[src/rtl/cle_pkg.sv]
// ---------------------------------------------------------------------------
// cle_pkg: shared types and constants for the console line editor
// Byte codes, result kinds, escape states, controller states and the
// command/status structs that join the controller and the datapath.
// ---------------------------------------------------------------------------
package cle_pkg;

    localparam int LINE_DEPTH_DEF = 32;

    localparam int BYTE_W     = 8;
    localparam int KIND_W     = 2;
    localparam int MODE_W     = 2;
    localparam int CFG_IDX_W  = 1;
    localparam int SEQ_CNT_W  = 2;

    localparam logic [BYTE_W-1:0] CH_ESC    = 8'd27;
    localparam logic [BYTE_W-1:0] CH_LBRACK = 8'h5B;
    localparam logic [BYTE_W-1:0] CH_LEFT   = 8'h44;
    localparam logic [BYTE_W-1:0] CH_RIGHT  = 8'h43;
    localparam logic [BYTE_W-1:0] CH_CTRL_C = 8'h03;
    localparam logic [BYTE_W-1:0] CH_BS     = 8'h08;
    localparam logic [BYTE_W-1:0] CH_LF     = 8'h0A;
    localparam logic [BYTE_W-1:0] CH_CR     = 8'h0D;
    localparam logic [BYTE_W-1:0] CH_SPACE  = 8'h20;
    localparam logic [BYTE_W-1:0] MASK_DEF  = 8'd42;

    localparam logic [KIND_W-1:0] KIND_ECHO  = 2'd0;
    localparam logic [KIND_W-1:0] KIND_CHAR  = 2'd1;
    localparam logic [KIND_W-1:0] KIND_END   = 2'd2;
    localparam logic [KIND_W-1:0] KIND_ABORT = 2'd3;

    localparam logic [MODE_W-1:0] ECHO_OFF  = 2'd0;
    localparam logic [MODE_W-1:0] ECHO_MASK = 2'd2;

    localparam logic [CFG_IDX_W-1:0] CFG_ECHO_MODE = 1'd0;
    localparam logic [CFG_IDX_W-1:0] CFG_MASK_CHAR = 1'd1;

    localparam logic [1:0] ESC_IDLE    = 2'd0;
    localparam logic [1:0] ESC_SEEN    = 2'd1;
    localparam logic [1:0] ESC_BRACKET = 2'd2;

    typedef enum logic [2:0] {
        ST_IDLE,
        ST_EXEC,
        ST_EMIT,
        ST_LINE_RD,
        ST_LINE_OUT,
        ST_LINE_END
    } state_t;

    typedef struct packed {
        logic take_in;
        logic exec;
        logic seq_emit;
        logic line_read;
        logic char_emit;
        logic end_emit;
    } cmd_t;

    typedef struct packed {
        logic out_free;
        logic is_line;
        logic seq_none;
        logic seq_final;
        logic line_empty;
        logic line_final;
    } status_t;

endpackage

[src/rtl/cle_ctrl.sv]
// ---------------------------------------------------------------------------
// cle_ctrl: sequencing controller
// Accepts one byte, runs the edit step, then emits the echo sequence, if
// any, or walks the line buffer out through the output register.
// ---------------------------------------------------------------------------
module cle_ctrl
    import cle_pkg::*;
(
    input  logic    clk,
    input  logic    rst_n,
    input  logic    in_valid,
    output logic    in_ready,
    input  status_t status,
    output cmd_t    cmd
);

    state_t state_reg;
    state_t state_next;

    always_ff @(posedge clk or negedge rst_n)
    begin
        if (!rst_n)
        begin
            state_reg <= ST_IDLE;
        end
        else
        begin
            state_reg <= state_next;
        end
    end

    always_comb
    begin
        state_next = state_reg;
        cmd        = '0;
        in_ready   = 1'b0;
        unique case (state_reg)
            ST_IDLE:
            begin
                in_ready = 1'b1;
                if (in_valid)
                begin
                    cmd.take_in = 1'b1;
                    state_next  = ST_EXEC;
                end
            end
            ST_EXEC:
            begin
                cmd.exec = 1'b1;
                if (status.is_line)
                begin
                    state_next = status.line_empty ? ST_LINE_END : ST_LINE_RD;
                end
                else if (status.seq_none)
                begin
                    state_next = ST_IDLE;
                end
                else
                begin
                    state_next = ST_EMIT;
                end
            end
            ST_EMIT:
            begin
                if (status.out_free)
                begin
                    cmd.seq_emit = 1'b1;
                    if (status.seq_final)
                    begin
                        state_next = ST_IDLE;
                    end
                end
            end
            ST_LINE_RD:
            begin
                cmd.line_read = 1'b1;
                state_next    = ST_LINE_OUT;
            end
            ST_LINE_OUT:
            begin
                if (status.out_free)
                begin
                    cmd.char_emit = 1'b1;
                    state_next    = status.line_final ? ST_LINE_END : ST_LINE_RD;
                end
            end
            ST_LINE_END:
            begin
                if (status.out_free)
                begin
                    cmd.end_emit = 1'b1;
                    state_next   = ST_IDLE;
                end
            end
            default:
            begin
                state_next = ST_IDLE;
            end
        endcase
    end

endmodule

[src/rtl/cle_datapath.sv]
// ---------------------------------------------------------------------------
// cle_datapath: line buffer, edit state and output register
// Holds the line memory, length, cursor, escape parser, configuration
// registers, the pending echo sequence and the result register.
// ---------------------------------------------------------------------------
module cle_datapath
    import cle_pkg::*;
#(
    parameter int LINE_DEPTH = LINE_DEPTH_DEF
)
(
    input  logic                 clk,
    input  logic                 rst_n,
    input  cmd_t                 cmd,
    output status_t              status,
    input  logic [BYTE_W-1:0]    rx_byte,
    input  logic                 cfg_we,
    input  logic [CFG_IDX_W-1:0] cfg_index,
    input  logic [BYTE_W-1:0]    cfg_wdata,
    output logic                 out_valid,
    input  logic                 out_ready,
    output logic [KIND_W-1:0]    out_kind,
    output logic [BYTE_W-1:0]    out_byte,
    output logic                 last
);

    localparam int LEN_W  = $clog2(LINE_DEPTH + 1);
    localparam int ADDR_W = $clog2(LINE_DEPTH);

    logic [BYTE_W-1:0] line_mem [LINE_DEPTH];
    logic [BYTE_W-1:0] rdata_reg;

    logic [MODE_W-1:0] echo_mode_reg;
    logic [BYTE_W-1:0] mask_char_reg;
    logic [BYTE_W-1:0] byte_reg;
    logic [LEN_W-1:0]  length_reg;
    logic [LEN_W-1:0]  length_next;
    logic [LEN_W-1:0]  cursor_reg;
    logic [LEN_W-1:0]  cursor_next;
    logic [1:0]        esc_reg;
    logic [1:0]        esc_next;
    logic [LEN_W-1:0]  line_idx_reg;

    logic [BYTE_W-1:0]    seq0_reg;
    logic [BYTE_W-1:0]    seq1_reg;
    logic [BYTE_W-1:0]    seq2_reg;
    logic [KIND_W-1:0]    seq_kind_reg;
    logic [SEQ_CNT_W-1:0] seq_cnt_reg;
    logic [SEQ_CNT_W-1:0] seq_idx_reg;

    logic [BYTE_W-1:0]    seq0_next;
    logic [BYTE_W-1:0]    seq1_next;
    logic [BYTE_W-1:0]    seq2_next;
    logic [KIND_W-1:0]    seq_kind_next;
    logic [SEQ_CNT_W-1:0] seq_cnt_next;
    logic                 is_line;
    logic                 wr_en;
    logic [ADDR_W-1:0]    wr_addr;
    logic [BYTE_W-1:0]    echo_val;
    logic [BYTE_W-1:0]    seq_sel;

    logic              out_valid_reg;
    logic [KIND_W-1:0] out_kind_reg;
    logic [BYTE_W-1:0] out_byte_reg;
    logic              out_last_reg;

    // edit step for the byte held in byte_reg
    always_comb
    begin
        esc_next      = esc_reg;
        cursor_next   = cursor_reg;
        length_next   = length_reg;
        wr_en         = 1'b0;
        wr_addr       = '0;
        seq0_next     = '0;
        seq1_next     = '0;
        seq2_next     = '0;
        seq_kind_next = KIND_ECHO;
        seq_cnt_next  = '0;
        is_line       = 1'b0;
        echo_val      = (echo_mode_reg == ECHO_MASK) ? mask_char_reg : byte_reg;
        if (esc_reg == ESC_SEEN)
        begin
            esc_next = (byte_reg == CH_LBRACK) ? ESC_BRACKET : ESC_IDLE;
        end
        else if (esc_reg != ESC_IDLE)
        begin
            esc_next = ESC_IDLE;
            if (byte_reg == CH_LEFT && cursor_reg != '0)
            begin
                cursor_next  = cursor_reg - LEN_W'(1);
                seq0_next    = CH_ESC;
                seq1_next    = CH_LBRACK;
                seq2_next    = CH_LEFT;
                seq_cnt_next = SEQ_CNT_W'(3);
            end
            else if (byte_reg == CH_RIGHT && cursor_reg < length_reg)
            begin
                cursor_next  = cursor_reg + LEN_W'(1);
                seq0_next    = CH_ESC;
                seq1_next    = CH_LBRACK;
                seq2_next    = CH_RIGHT;
                seq_cnt_next = SEQ_CNT_W'(3);
            end
        end
        else if (byte_reg == CH_BS)
        begin
            if (cursor_reg != '0)
            begin
                cursor_next = cursor_reg - LEN_W'(1);
                length_next = cursor_reg - LEN_W'(1);
                if (echo_mode_reg == ECHO_OFF)
                begin
                    seq0_next    = CH_SPACE;
                    seq1_next    = CH_BS;
                    seq_cnt_next = SEQ_CNT_W'(2);
                end
                else
                begin
                    seq0_next    = CH_BS;
                    seq1_next    = CH_SPACE;
                    seq2_next    = CH_BS;
                    seq_cnt_next = SEQ_CNT_W'(3);
                end
            end
            else
            begin
                seq0_next    = CH_ESC;
                seq1_next    = CH_LBRACK;
                seq2_next    = CH_RIGHT;
                seq_cnt_next = SEQ_CNT_W'(3);
            end
        end
        else if (byte_reg == CH_CTRL_C)
        begin
            seq_kind_next = KIND_ABORT;
            seq_cnt_next  = SEQ_CNT_W'(1);
            length_next   = '0;
            cursor_next   = '0;
        end
        else if (byte_reg == CH_LF)
        begin
            is_line = 1'b1;
        end
        else if (byte_reg != CH_CR)
        begin
            seq0_next = echo_val;
            if (echo_mode_reg != ECHO_OFF)
            begin
                seq_cnt_next = SEQ_CNT_W'(1);
            end
            if (byte_reg == CH_ESC)
            begin
                esc_next = ESC_SEEN;
            end
            else if (cursor_reg < length_reg)
            begin
                wr_en       = 1'b1;
                wr_addr     = cursor_reg[ADDR_W-1:0];
                cursor_next = cursor_reg + LEN_W'(1);
            end
            else if (length_reg < LEN_W'(LINE_DEPTH))
            begin
                wr_en       = 1'b1;
                wr_addr     = length_reg[ADDR_W-1:0];
                length_next = length_reg + LEN_W'(1);
                cursor_next = length_reg + LEN_W'(1);
            end
            else
            begin
                seq_cnt_next = '0;
            end
        end
    end

    always_ff @(posedge clk)
    begin
        if (cmd.exec && wr_en)
        begin
            line_mem[wr_addr] <= byte_reg;
        end
        if (cmd.line_read)
        begin
            rdata_reg <= line_mem[line_idx_reg[ADDR_W-1:0]];
        end
    end

    always_ff @(posedge clk or negedge rst_n)
    begin
        if (!rst_n)
        begin
            echo_mode_reg <= ECHO_OFF;
            mask_char_reg <= MASK_DEF;
        end
        else if (cfg_we)
        begin
            unique case (cfg_index)
                CFG_ECHO_MODE: echo_mode_reg <= cfg_wdata[MODE_W-1:0];
                CFG_MASK_CHAR: mask_char_reg <= cfg_wdata;
                default:       ;
            endcase
        end
    end

    always_ff @(posedge clk)
    begin
        if (cmd.take_in)
        begin
            byte_reg <= rx_byte;
        end
        if (cmd.exec)
        begin
            seq0_reg     <= seq0_next;
            seq1_reg     <= seq1_next;
            seq2_reg     <= seq2_next;
            seq_kind_reg <= seq_kind_next;
        end
    end

    always_ff @(posedge clk or negedge rst_n)
    begin
        if (!rst_n)
        begin
            length_reg   <= '0;
            cursor_reg   <= '0;
            esc_reg      <= ESC_IDLE;
            line_idx_reg <= '0;
            seq_cnt_reg  <= '0;
            seq_idx_reg  <= '0;
        end
        else
        begin
            if (cmd.exec)
            begin
                length_reg   <= length_next;
                cursor_reg   <= cursor_next;
                esc_reg      <= esc_next;
                seq_cnt_reg  <= seq_cnt_next;
                seq_idx_reg  <= '0;
                line_idx_reg <= '0;
            end
            if (cmd.seq_emit)
            begin
                seq_idx_reg <= seq_idx_reg + SEQ_CNT_W'(1);
            end
            if (cmd.char_emit)
            begin
                line_idx_reg <= line_idx_reg + LEN_W'(1);
            end
            if (cmd.end_emit)
            begin
                length_reg <= '0;
                cursor_reg <= '0;
            end
        end
    end

    always_comb
    begin
        case (seq_idx_reg)
            2'd0:    seq_sel = seq0_reg;
            2'd1:    seq_sel = seq1_reg;
            default: seq_sel = seq2_reg;
        endcase
    end

    // result register: loads whenever empty or being drained
    always_ff @(posedge clk or negedge rst_n)
    begin
        if (!rst_n)
        begin
            out_valid_reg <= 1'b0;
        end
        else if (cmd.seq_emit || cmd.char_emit || cmd.end_emit)
        begin
            out_valid_reg <= 1'b1;
        end
        else if (out_ready)
        begin
            out_valid_reg <= 1'b0;
        end
    end

    always_ff @(posedge clk)
    begin
        if (cmd.seq_emit)
        begin
            out_kind_reg <= seq_kind_reg;
            out_byte_reg <= seq_sel;
            out_last_reg <= status.seq_final;
        end
        else if (cmd.char_emit)
        begin
            out_kind_reg <= KIND_CHAR;
            out_byte_reg <= rdata_reg;
            out_last_reg <= 1'b0;
        end
        else if (cmd.end_emit)
        begin
            out_kind_reg <= KIND_END;
            out_byte_reg <= '0;
            out_last_reg <= 1'b1;
        end
    end

    always_comb
    begin
        status.out_free   = !out_valid_reg || out_ready;
        status.is_line    = is_line;
        status.seq_none   = (seq_cnt_next == '0);
        status.seq_final  = ((seq_idx_reg + SEQ_CNT_W'(1)) == seq_cnt_reg);
        status.line_empty = (length_reg == '0);
        status.line_final = ((line_idx_reg + LEN_W'(1)) == length_reg);
    end

    assign out_valid = out_valid_reg;
    assign out_kind  = out_kind_reg;
    assign out_byte  = out_byte_reg;
    assign last      = out_last_reg;

`ifndef SYNTHESIS
    a_cursor_in_line: assert property (@(posedge clk) disable iff (!rst_n)
        cursor_reg <= length_reg)
        else $error("cursor beyond line length");

    a_length_bound: assert property (@(posedge clk) disable iff (!rst_n)
        length_reg <= LEN_W'(LINE_DEPTH))
        else $error("line length beyond buffer depth");

    a_emit_slot_free: assert property (@(posedge clk) disable iff (!rst_n)
        (cmd.seq_emit || cmd.char_emit || cmd.end_emit) |-> status.out_free)
        else $error("result loaded over an untaken result");

    a_emit_single: assert property (@(posedge clk) disable iff (!rst_n)
        $onehot0({cmd.seq_emit, cmd.char_emit, cmd.end_emit, cmd.exec}))
        else $error("conflicting datapath commands");
`endif

endmodule

[src/rtl/console_line_editor.sv]
// ---------------------------------------------------------------------------
// console_line_editor: terminal line editor
// Takes received bytes one at a time and produces echo bytes, line
// characters, line-end and abort markers.
// ---------------------------------------------------------------------------
// Usage:
//   Input channel in_valid/in_ready carries rx_byte. A byte is taken only
//   while the editor is idle; each transfer is followed by the edit step.
//   Output channel out_valid/out_ready carries out_kind, out_byte and last;
//   last marks the final result of an input byte.
//   Each byte first runs the edit step; its results are then loaded into
//   the output register one after another. A newline instead walks the line
//   memory, with a registered memory read and then a load for each stored
//   character, and ends with the line-end marker.
//   A stalled receiver holds the output register; the sequencer waits and
//   no new input byte is taken until all results of the current one are
//   loaded. The next byte may be taken while the last result still waits.
//   Configuration (cfg_we, cfg_index, cfg_wdata) writes echo mode (index 0)
//   and mask character (index 1).
//   Reset clears length, cursor and escape state, sets echo mode 0 and the
//   mask character to '*'. The line memory is not cleared.
// ---------------------------------------------------------------------------
module console_line_editor
    import cle_pkg::*;
#(
    parameter int LINE_DEPTH = LINE_DEPTH_DEF
)
(
    input  logic                 clk,
    input  logic                 rst_n,
    input  logic                 in_valid,
    output logic                 in_ready,
    input  logic [BYTE_W-1:0]    rx_byte,
    output logic                 out_valid,
    input  logic                 out_ready,
    output logic [KIND_W-1:0]    out_kind,
    output logic [BYTE_W-1:0]    out_byte,
    output logic                 last,
    input  logic                 cfg_we,
    input  logic [CFG_IDX_W-1:0] cfg_index,
    input  logic [BYTE_W-1:0]    cfg_wdata
);

    cmd_t    cmd;
    status_t status;

    cle_ctrl u_ctrl (
        .clk      (clk),
        .rst_n    (rst_n),
        .in_valid (in_valid),
        .in_ready (in_ready),
        .status   (status),
        .cmd      (cmd)
    );

    cle_datapath #(
        .LINE_DEPTH (LINE_DEPTH)
    ) u_datapath (
        .clk       (clk),
        .rst_n     (rst_n),
        .cmd       (cmd),
        .status    (status),
        .rx_byte   (rx_byte),
        .cfg_we    (cfg_we),
        .cfg_index (cfg_index),
        .cfg_wdata (cfg_wdata),
        .out_valid (out_valid),
        .out_ready (out_ready),
        .out_kind  (out_kind),
        .out_byte  (out_byte),
        .last      (last)
    );

endmodule
[config.mk]
export PLATFORM = sky130hd
export DESIGN_NAME = console_line_editor
export DESIGN_NICKNAME = d
export VERILOG_FILES = /design/src/rtl/cle_pkg.sv /design/src/rtl/cle_ctrl.sv /design/src/rtl/cle_datapath.sv /design/src/rtl/console_line_editor.sv
export SDC_FILE = /design/constraint.sdc
export NUM_CORES = 1
export LEC_CHECK = 0
export BUFFER_PORTS_ARGS = -buffer_cell sky130_fd_sc_hd__buf_2
export CORE_MARGIN = 1.5
export CORE_UTILIZATION = 50
export DETAILED_ROUTE_END_ITERATION = 6
export PLACE_DENSITY = 0.72
export REMOVE_ABC_BUFFERS = 1
export SYNTH_ARGS = -nofsm -noshare
export SYNTH_HDL_FRONTEND = slang
export SYNTH_SLANG_ARGS = --single-unit
[constraint.sdc]
create_clock -name clk -period 7.31 [get_ports clk]
set_clock_uncertainty 0.2 [all_clocks]
set_input_delay 1.0965 -clock clk [delete_from_list [all_inputs] [get_ports clk]]
set_output_delay 1.0965 -clock clk [all_outputs]
set_load 0.01 [all_outputs]
==> flow_summary_export.csv, run 1 <==
group,metric,value,unit
flow_run,cap_violations,0,
place,gp_congestion,0.866,
setup_path,rr_worst_depth,8,
synthesis,synth_xor_area_share,1.49,%
floorplanning,ioPinCount,35,
synthesis,synth_top_area_cell,"edfxtp_1",
grt,grt_pass1_vias,8222,
setup_path,worst_ep_arrival_time,4.27,ns
sta,hold_ws,0.315,ns
setup_path,cp-start-kind,"flop",
setup_path,path_buf_inv,1,
place,dpl.hpwl,20.9,mm
power_and_ir_drop,p_total,6.06,mW
sta,min_period_over_period,59.2,%
drt,first_pass_iters,5,
grt,grt-ovfl-total,0,
sta,drv_slew,0,
synthesis,synthMuxAreaShare,15.0,%
final_layout,largest_reg_flops,256,
synthesis,yosysMostFrequentCell,"edfxtp_1",
setup_path,worstPathMaxFanout,15,
setup_path,worstSetupPathType,"reg -> reg",
setup_path,crit_path_max_incr_delay,0.90,ns
min_path,holdCritStartpoint,"u_datapath.mask_char_reg[4]",
floorplanning,chipWidth,174,um
synthesis,syn_area,0.0147,sq mm
sta,finalSetupTns,0,ns
clocking,cts_hold_buf,0,
synthesis,async_flop_share,11.3,%
floorplanning,core_area,0.0288,sq mm
sta,hold_viol,0,
power_and_ir_drop,power_density,371,mW/mm^2
sta,relSlewSlack,23.8,%
sta,min_period,4.33,ns
clocking,cts_setup_buffers,0,
setup_path,timing.rr.start,"u_datapath.length_reg[5]",
min_path,worstHoldPathCells,1,
setup_path,r2r_slack,2.98,ns
clocking,cts_made_buffers,34,
final_layout,n_antenna_cell,0,
synthesis,ys.flop_type,"edfxtp_1",
synthesis,synth-simple-area-share,7.22,%
final_layout,top_register,"u_datapath.line_mem",
min_path,holdPathEnd,"u_datapath.mask_char_reg[4]",
place,io_buffers,34,
sta,timing.fmax,231,MHz
setup_path,cp_top_family,"simple AND/OR/NAND/NOR gates",
grt,grt_usage,22.5,%
drt,wl_per_cell,24.7,um
synthesis,synth_edf_count,297,
drt,ant_nets,0,
sta,setup-violations-final,0,
floorplanning,core.rowCount,62,
final_layout,postLayoutCoreUtil,56.7,%
clocking,clkTransAtPathRegs,0.07,ns
grt,grt_max_degree,68,
setup_path,path_cells,"inv_1 > ha_1 > nand4_1 > o21ai_1 > mux2_2 > nor3b_2 > nand2_1 > nor2_1",
synthesis,synth-compound-area-share,5.80,%
final_layout,fin_cells,1348,
setup_path,end_kind,"flop",
clocking,cts_root_buffer,"clkbuf_16",
drt,drt_drc_violations_left,0,
sta,rsz0062_at_grt,"false",
synthesis,synth.distinct_cells,74,
synthesis,yosys_warnings,0,
grt,antenna_found_initial,1,
synthesis,synthTopCellsByArea,"edfxtp_1 (61%), mux4_2 (10%), dfrtp_1 (6.0%), mux4_1 (2.7%), nor2_1 (2.0%)",
synthesis,synthAdderAreaFrac,1.02,%
synthesis,yosys-top-cells-count,"edfxtp_1 (297), nor2_1 (80), mux4_2 (65)",
final_layout,drive_gt1_share,21.3,%
synthesis,synth-seq-cells,335,
place,placedCellCount,1287,
drt,vias,8447,
clocking,htreeDepth,2,
synthesis,synth_top_family_by_area,"multiplexers",
status,outcome,"finished, final reports clean",
synthesis,syn_inst,902,
power_and_ir_drop,max-vdd-ir-drop,164,uV
sta,worst_pin_slew,1.13,ns
drt,viasPerCell,6.27,
grt,grt_pass1_wl,51.0,mm
final_layout,layout.nets,973,
synthesis,yosysTopAreaCellShare,60.7,%
floorplanning,start_util,51.0,%
drt,drtIter0Drc,900,
clocking,clock_sinks,335,
setup_path,required,7.25,ns
clocking,cts_tree,"yes",
floorplanning,die-area,0.0304,sq mm
floorplanning,die_h,174,um
clocking,cts_buffer_depth,3,
final_layout,area_growth_syn_to_layout,11.2,%
setup_path,slowest_stage,"o21ai_1",
power_and_ir_drop,power_leakage,5.31,nW
clocking,cts-resized-gates,0,
min_path,min_path_type,"reg -> reg",
clocking,clk_latency,0.52,ns
setup_path,r2r_end,"u_datapath.line_mem[16][6]",
drt,finalWirelength,33.3,mm
synthesis,seq_area_frac_synth,67.2,%
synthesis,avgSynthCellArea,16.3,sq um
## cells by family (layout without fill, tap and decap cells)
kind of cell | Yosys count | in the layout
buffers and inverters | 66 | 128
XOR/XNOR | 25 | 25
adder cells (fa/ha/maj) | 12 | 12
multiplexers | 112 | 112
AND/OR/NAND/NOR | 222 | 222
AO/OA/AOI/OAI | 130 | 130
flip-flops | 335 | 335
## power breakdown
part,total [mW],internal [mW],switching [mW],leakage [nW]
Combinational,1.74,0.673,1.07,1.62
Sequential,2.57,2.40,0.170,3.15
Clock,1.75,1.03,0.720,0.543
Total,6.06,4.10,1.96,5.31
## how the worst max path moves through the flow
stage                                from                         end  slack (ns)  cells after the start
2_1_floorplan  u_datapath.line_idx_reg[0]     u_datapath.rdata_reg[0]        2.96                      3
3_3_place_gp     u_datapath.length_reg[5]  u_datapath.line_mem[16][0]        3.29                      8
3_5_place_dp     u_datapath.length_reg[5]  u_datapath.line_mem[22][3]        3.11                      8
4_1_cts          u_datapath.length_reg[5]  u_datapath.line_mem[16][6]        3.03                      8
5_1_grt          u_datapath.length_reg[5]  u_datapath.line_mem[21][4]        2.67                      8
6_report         u_datapath.length_reg[5]  u_datapath.line_mem[16][6]        2.98                      8
## per-layer routing
layer	wire length, um	up-vias	global-route usage (%)
li1	-	3658	-
met5	13	-	0
met3	2680	64	4.42
met4	882	2	7.18
met2	15800	433	35.1
met1	13900	4290	32.3
## layout by cell type, fill, tap and decap left out, types with 10 or more instances in the layout
cell type	instances
nand3_1	20
inv_1	17
mux4_1	15
nand2_1	58
o21ai_0	33
mux4_2	65
buf_4	15
clkbuf_16	35
nor2_1	80
mux2i_1	10
xnor2_1	19
edfxtp_1	297
buf_2	34
mux2_2	22
nor3_1	16
a21oi_1	29
ha_1	12
dfrtp_1	33
## metrics by stage
step                      setup WS, ns  cell area [sq um]
after floorplan                   2.96              14400
after global placement            3.29              15200
after detailed placement          3.11              15200
after CTS                         3.03              16300
after global routing              2.67              16300
final                             2.98              16300
## area by class of cell
cell class / instances / area, sq um
Tap cell: 384 / 480
Clock inverter: 19 / 226
Sequential cell: 335 / 9880
Multi-Input combinational cell: 501 / 4490
Inverter: 18 / 67.6
Clock buffer: 42 / 902
Fill cell: 2149 / 12500
Timing Repair Buffer: 49 / 283
No activity file was read; power rests on OpenSTA's default activity.
==> run 2: changes to the inputs <==
clock period = 4.5 ns   (was 7.31 ns; I/O delays follow)
==> run 2 against run 1 <==
Against the previous run: die area did not move; hold slack got worse by 0.22 ns; first-iteration DRC count rose by 12%; clock-buffer cell count rose by 1; register-to-register slack got worse by 2.3 ns; sequential power rose by 67%; core utilization rose by 0.052 points; largest power group unchanged; combinational power rose by 56%; clock power rose by 56%; cell area barely moved; critical endpoint is now u_datapath.line_mem[11][2].
==> flow_summary_export.csv, run 2 (synthesis results as in run 1) <==
group,metric,value,unit
status,outcome,"finished, final reports clean",
floorplanning,chipWidth,174,um
clocking,cts_setup_buffers,0,
sta,min_period_over_period,83.8,%
setup_path,path_cells,"inv_1 > ha_1 > nand2_1 > o21a_1 > o21ai_1 > buf_4 > mux2_2 > nor2_1 > nand2_1 > nor2_1",
grt,grt_pass1_vias,8073,
sta,worst_pin_slew,0.973,ns
sta,hold_viol,0,
sta,min_period,3.77,ns
final_layout,largest_reg_flops,256,
floorplanning,die_h,174,um
grt,grt_max_degree,39,
final_layout,top_register,"u_datapath.line_mem",
final_layout,final_cell_area,0.0163,sq mm
setup_path,end_kind,"flop",
floorplanning,die-area,0.0304,sq mm
place,io_buffers,34,
clocking,cts_made_buffers,35,
sta,setup-violations-final,0,
sta,relSlewSlack,35.1,%
power_and_ir_drop,p_total,9.74,mW
setup_path,r2r_slack,0.73,ns
sta,timing.fmax,265,MHz
drt,viasPerCell,6.11,
drt,wl_per_cell,23.7,um
clocking,cts-resized-gates,0,
final_layout,final_common_cell,"edfxtp_1",
final_layout,drive_gt1_share,21.4,%
min_path,min_path_type,"in -> async",
drt,drtIter0Drc,1011,
sta,rsz0062_at_grt,"false",
final_layout,area_growth_syn_to_layout,11.3,%
clocking,cts_hold_buf,0,
grt,grt-ovfl-total,0,
floorplanning,core_area,0.0288,sq mm
clocking,clk_latency,0.52,ns
final_layout,seq_area,0.00988,sq mm
grt,grt_pass1_wl,49.3,mm
setup_path,worst_ep_arrival_time,3.72,ns
drt,drt_drc_violations_left,0,
power_and_ir_drop,power_density,596,mW/mm^2
clocking,cts_root_buffer,"clkbuf_16",
place,placed_area,0.0153,sq mm
final_layout,fillers,2125,
clocking,clkTransAtPathRegs,0.06,ns
setup_path,cp-start-kind,"flop",
floorplanning,core.rowCount,62,
sta,setup_ws,0.728,ns
final_layout,n_antenna_cell,0,
final_layout,multiInputGateArea,0.00449,sq mm
setup_path,timing.rr.start,"u_datapath.length_reg[5]",
floorplanning,ioPinCount,35,
clocking,clock_sinks,335,
setup_path,slowest_stage,"nor2_1",
grt,grt_usage,21.6,%
grt,antenna_found_initial,0,
drt,finalWirelength,32.0,mm
final_layout,layout.nets,979,
setup_path,worstPathMaxFanout,14,
clocking,cts_buffer_depth,3,
place,place_ws,0.763,ns
setup_path,crit_path_max_incr_delay,0.71,ns
power_and_ir_drop,max-vdd-ir-drop,308,uV
sta,drv_slew,0,
setup_path,cp_top_family,"simple AND/OR/NAND/NOR gates",
drt,ant_nets,0,
place,gp_congestion,0.940,
clocking,cts_tree,"yes",
clocking,htreeDepth,2,
setup_path,rr_worst_depth,10,
final_layout,final_cell_mix,"edfxtp_1 (297), nor2_1 (80), mux4_2 (65), nand2_1 (58), clkbuf_16 (35)",
setup_path,path_buf_inv,2,
setup_path,r2r_end,"u_datapath.line_mem[11][2]",
flow_run,cap_violations,0,
drt,vias,8246,
power_and_ir_drop,power_leakage,5.33,nW
place,dpl.hpwl,21.2,mm
drt,first_pass_iters,5,
setup_path,worstSetupPathType,"reg -> reg",
floorplanning,start_util,51.0,%
setup_path,required,4.45,ns
sta,finalSetupTns,0,ns
## run 2: changes by cell type in the layout (fill, tap and decap cells not counted), sizes merged
cell / delta
buf: +5
clkinvlp: -2
clkbuf: +1
bufinv: -2
## run 2: worst reg2reg max path: cells and delay by family, from the launching register on
family          cells  cell delay, ns
mux                 1            0.37
simple gates        4            1.13
buf+inv             2            0.42
fa+ha+maj           1            0.36
compound gates      2            0.32
flops               1            0.61
## run 2: power by group
part	leakage (nW)	switching [mW]	internal (mW)
clock	0.527	1.16	1.57
sequential	3.15	0.406	3.90
combinational	1.65	1.59	1.12
total	5.33	3.15	6.59
## run 2: metrics by stage
step	std cells	utilization [%]	hold WS, ns
after floorplan	854	-	0.179
after global placement	1292	53.0	0.285
after CTS	1350	56.8	0.110
after global routing	1350	56.8	0.122
after detailed placement	1292	53.0	0.292
final	1350	56.8	0.0905
## run 2: final cells by class
| class | count | share of cell area (%) |
|---|---|---|
| tap | 384 | 2.94 |
| clock buffer | 43 | 5.61 |
| clock inverter | 15 | 1.01 |
| timing repair buffer | 54 | 2.11 |
| multi-input combinational | 501 | 27.5 |
| sequential | 335 | 60.5 |
| inverter | 18 | 0.414 |
## run 2: layer usage
layer | wire (um) | GRT usage [%] | up-vias | share of wire, %
li1 | - | - | 3663 | -
met1 | 13800 | 31.8 | 4164 | 43
met2 | 15000 | 33.0 | 366 | 47
met3 | 2580 | 4.31 | 53 | 8.0
met4 | 687 | 5.89 | 0 | 2.1
met5 | 0 | 0 | - | 0
## run 2: how the worst max path moves through the flow
| stage | start | endpoint | slack, ns | cells past startpoint |
|---|---|---|---|---|
| floorplan | u_datapath.line_idx_reg[0] | u_datapath.rdata_reg[0] | 0.15 | 3 |
| detailed placement | u_datapath.length_reg[5] | u_datapath.line_mem[11][7] | 0.76 | 10 |
| CTS | u_datapath.length_reg[5] | u_datapath.line_mem[11][2] | 0.76 | 10 |
| global route | u_datapath.length_reg[5] | u_datapath.line_mem[11][2] | 0.49 | 10 |
| finish | u_datapath.length_reg[5] | u_datapath.line_mem[11][2] | 0.73 | 10 |
| global placement | u_datapath.length_reg[5] | u_datapath.line_mem[10][5] | 0.86 | 10 |
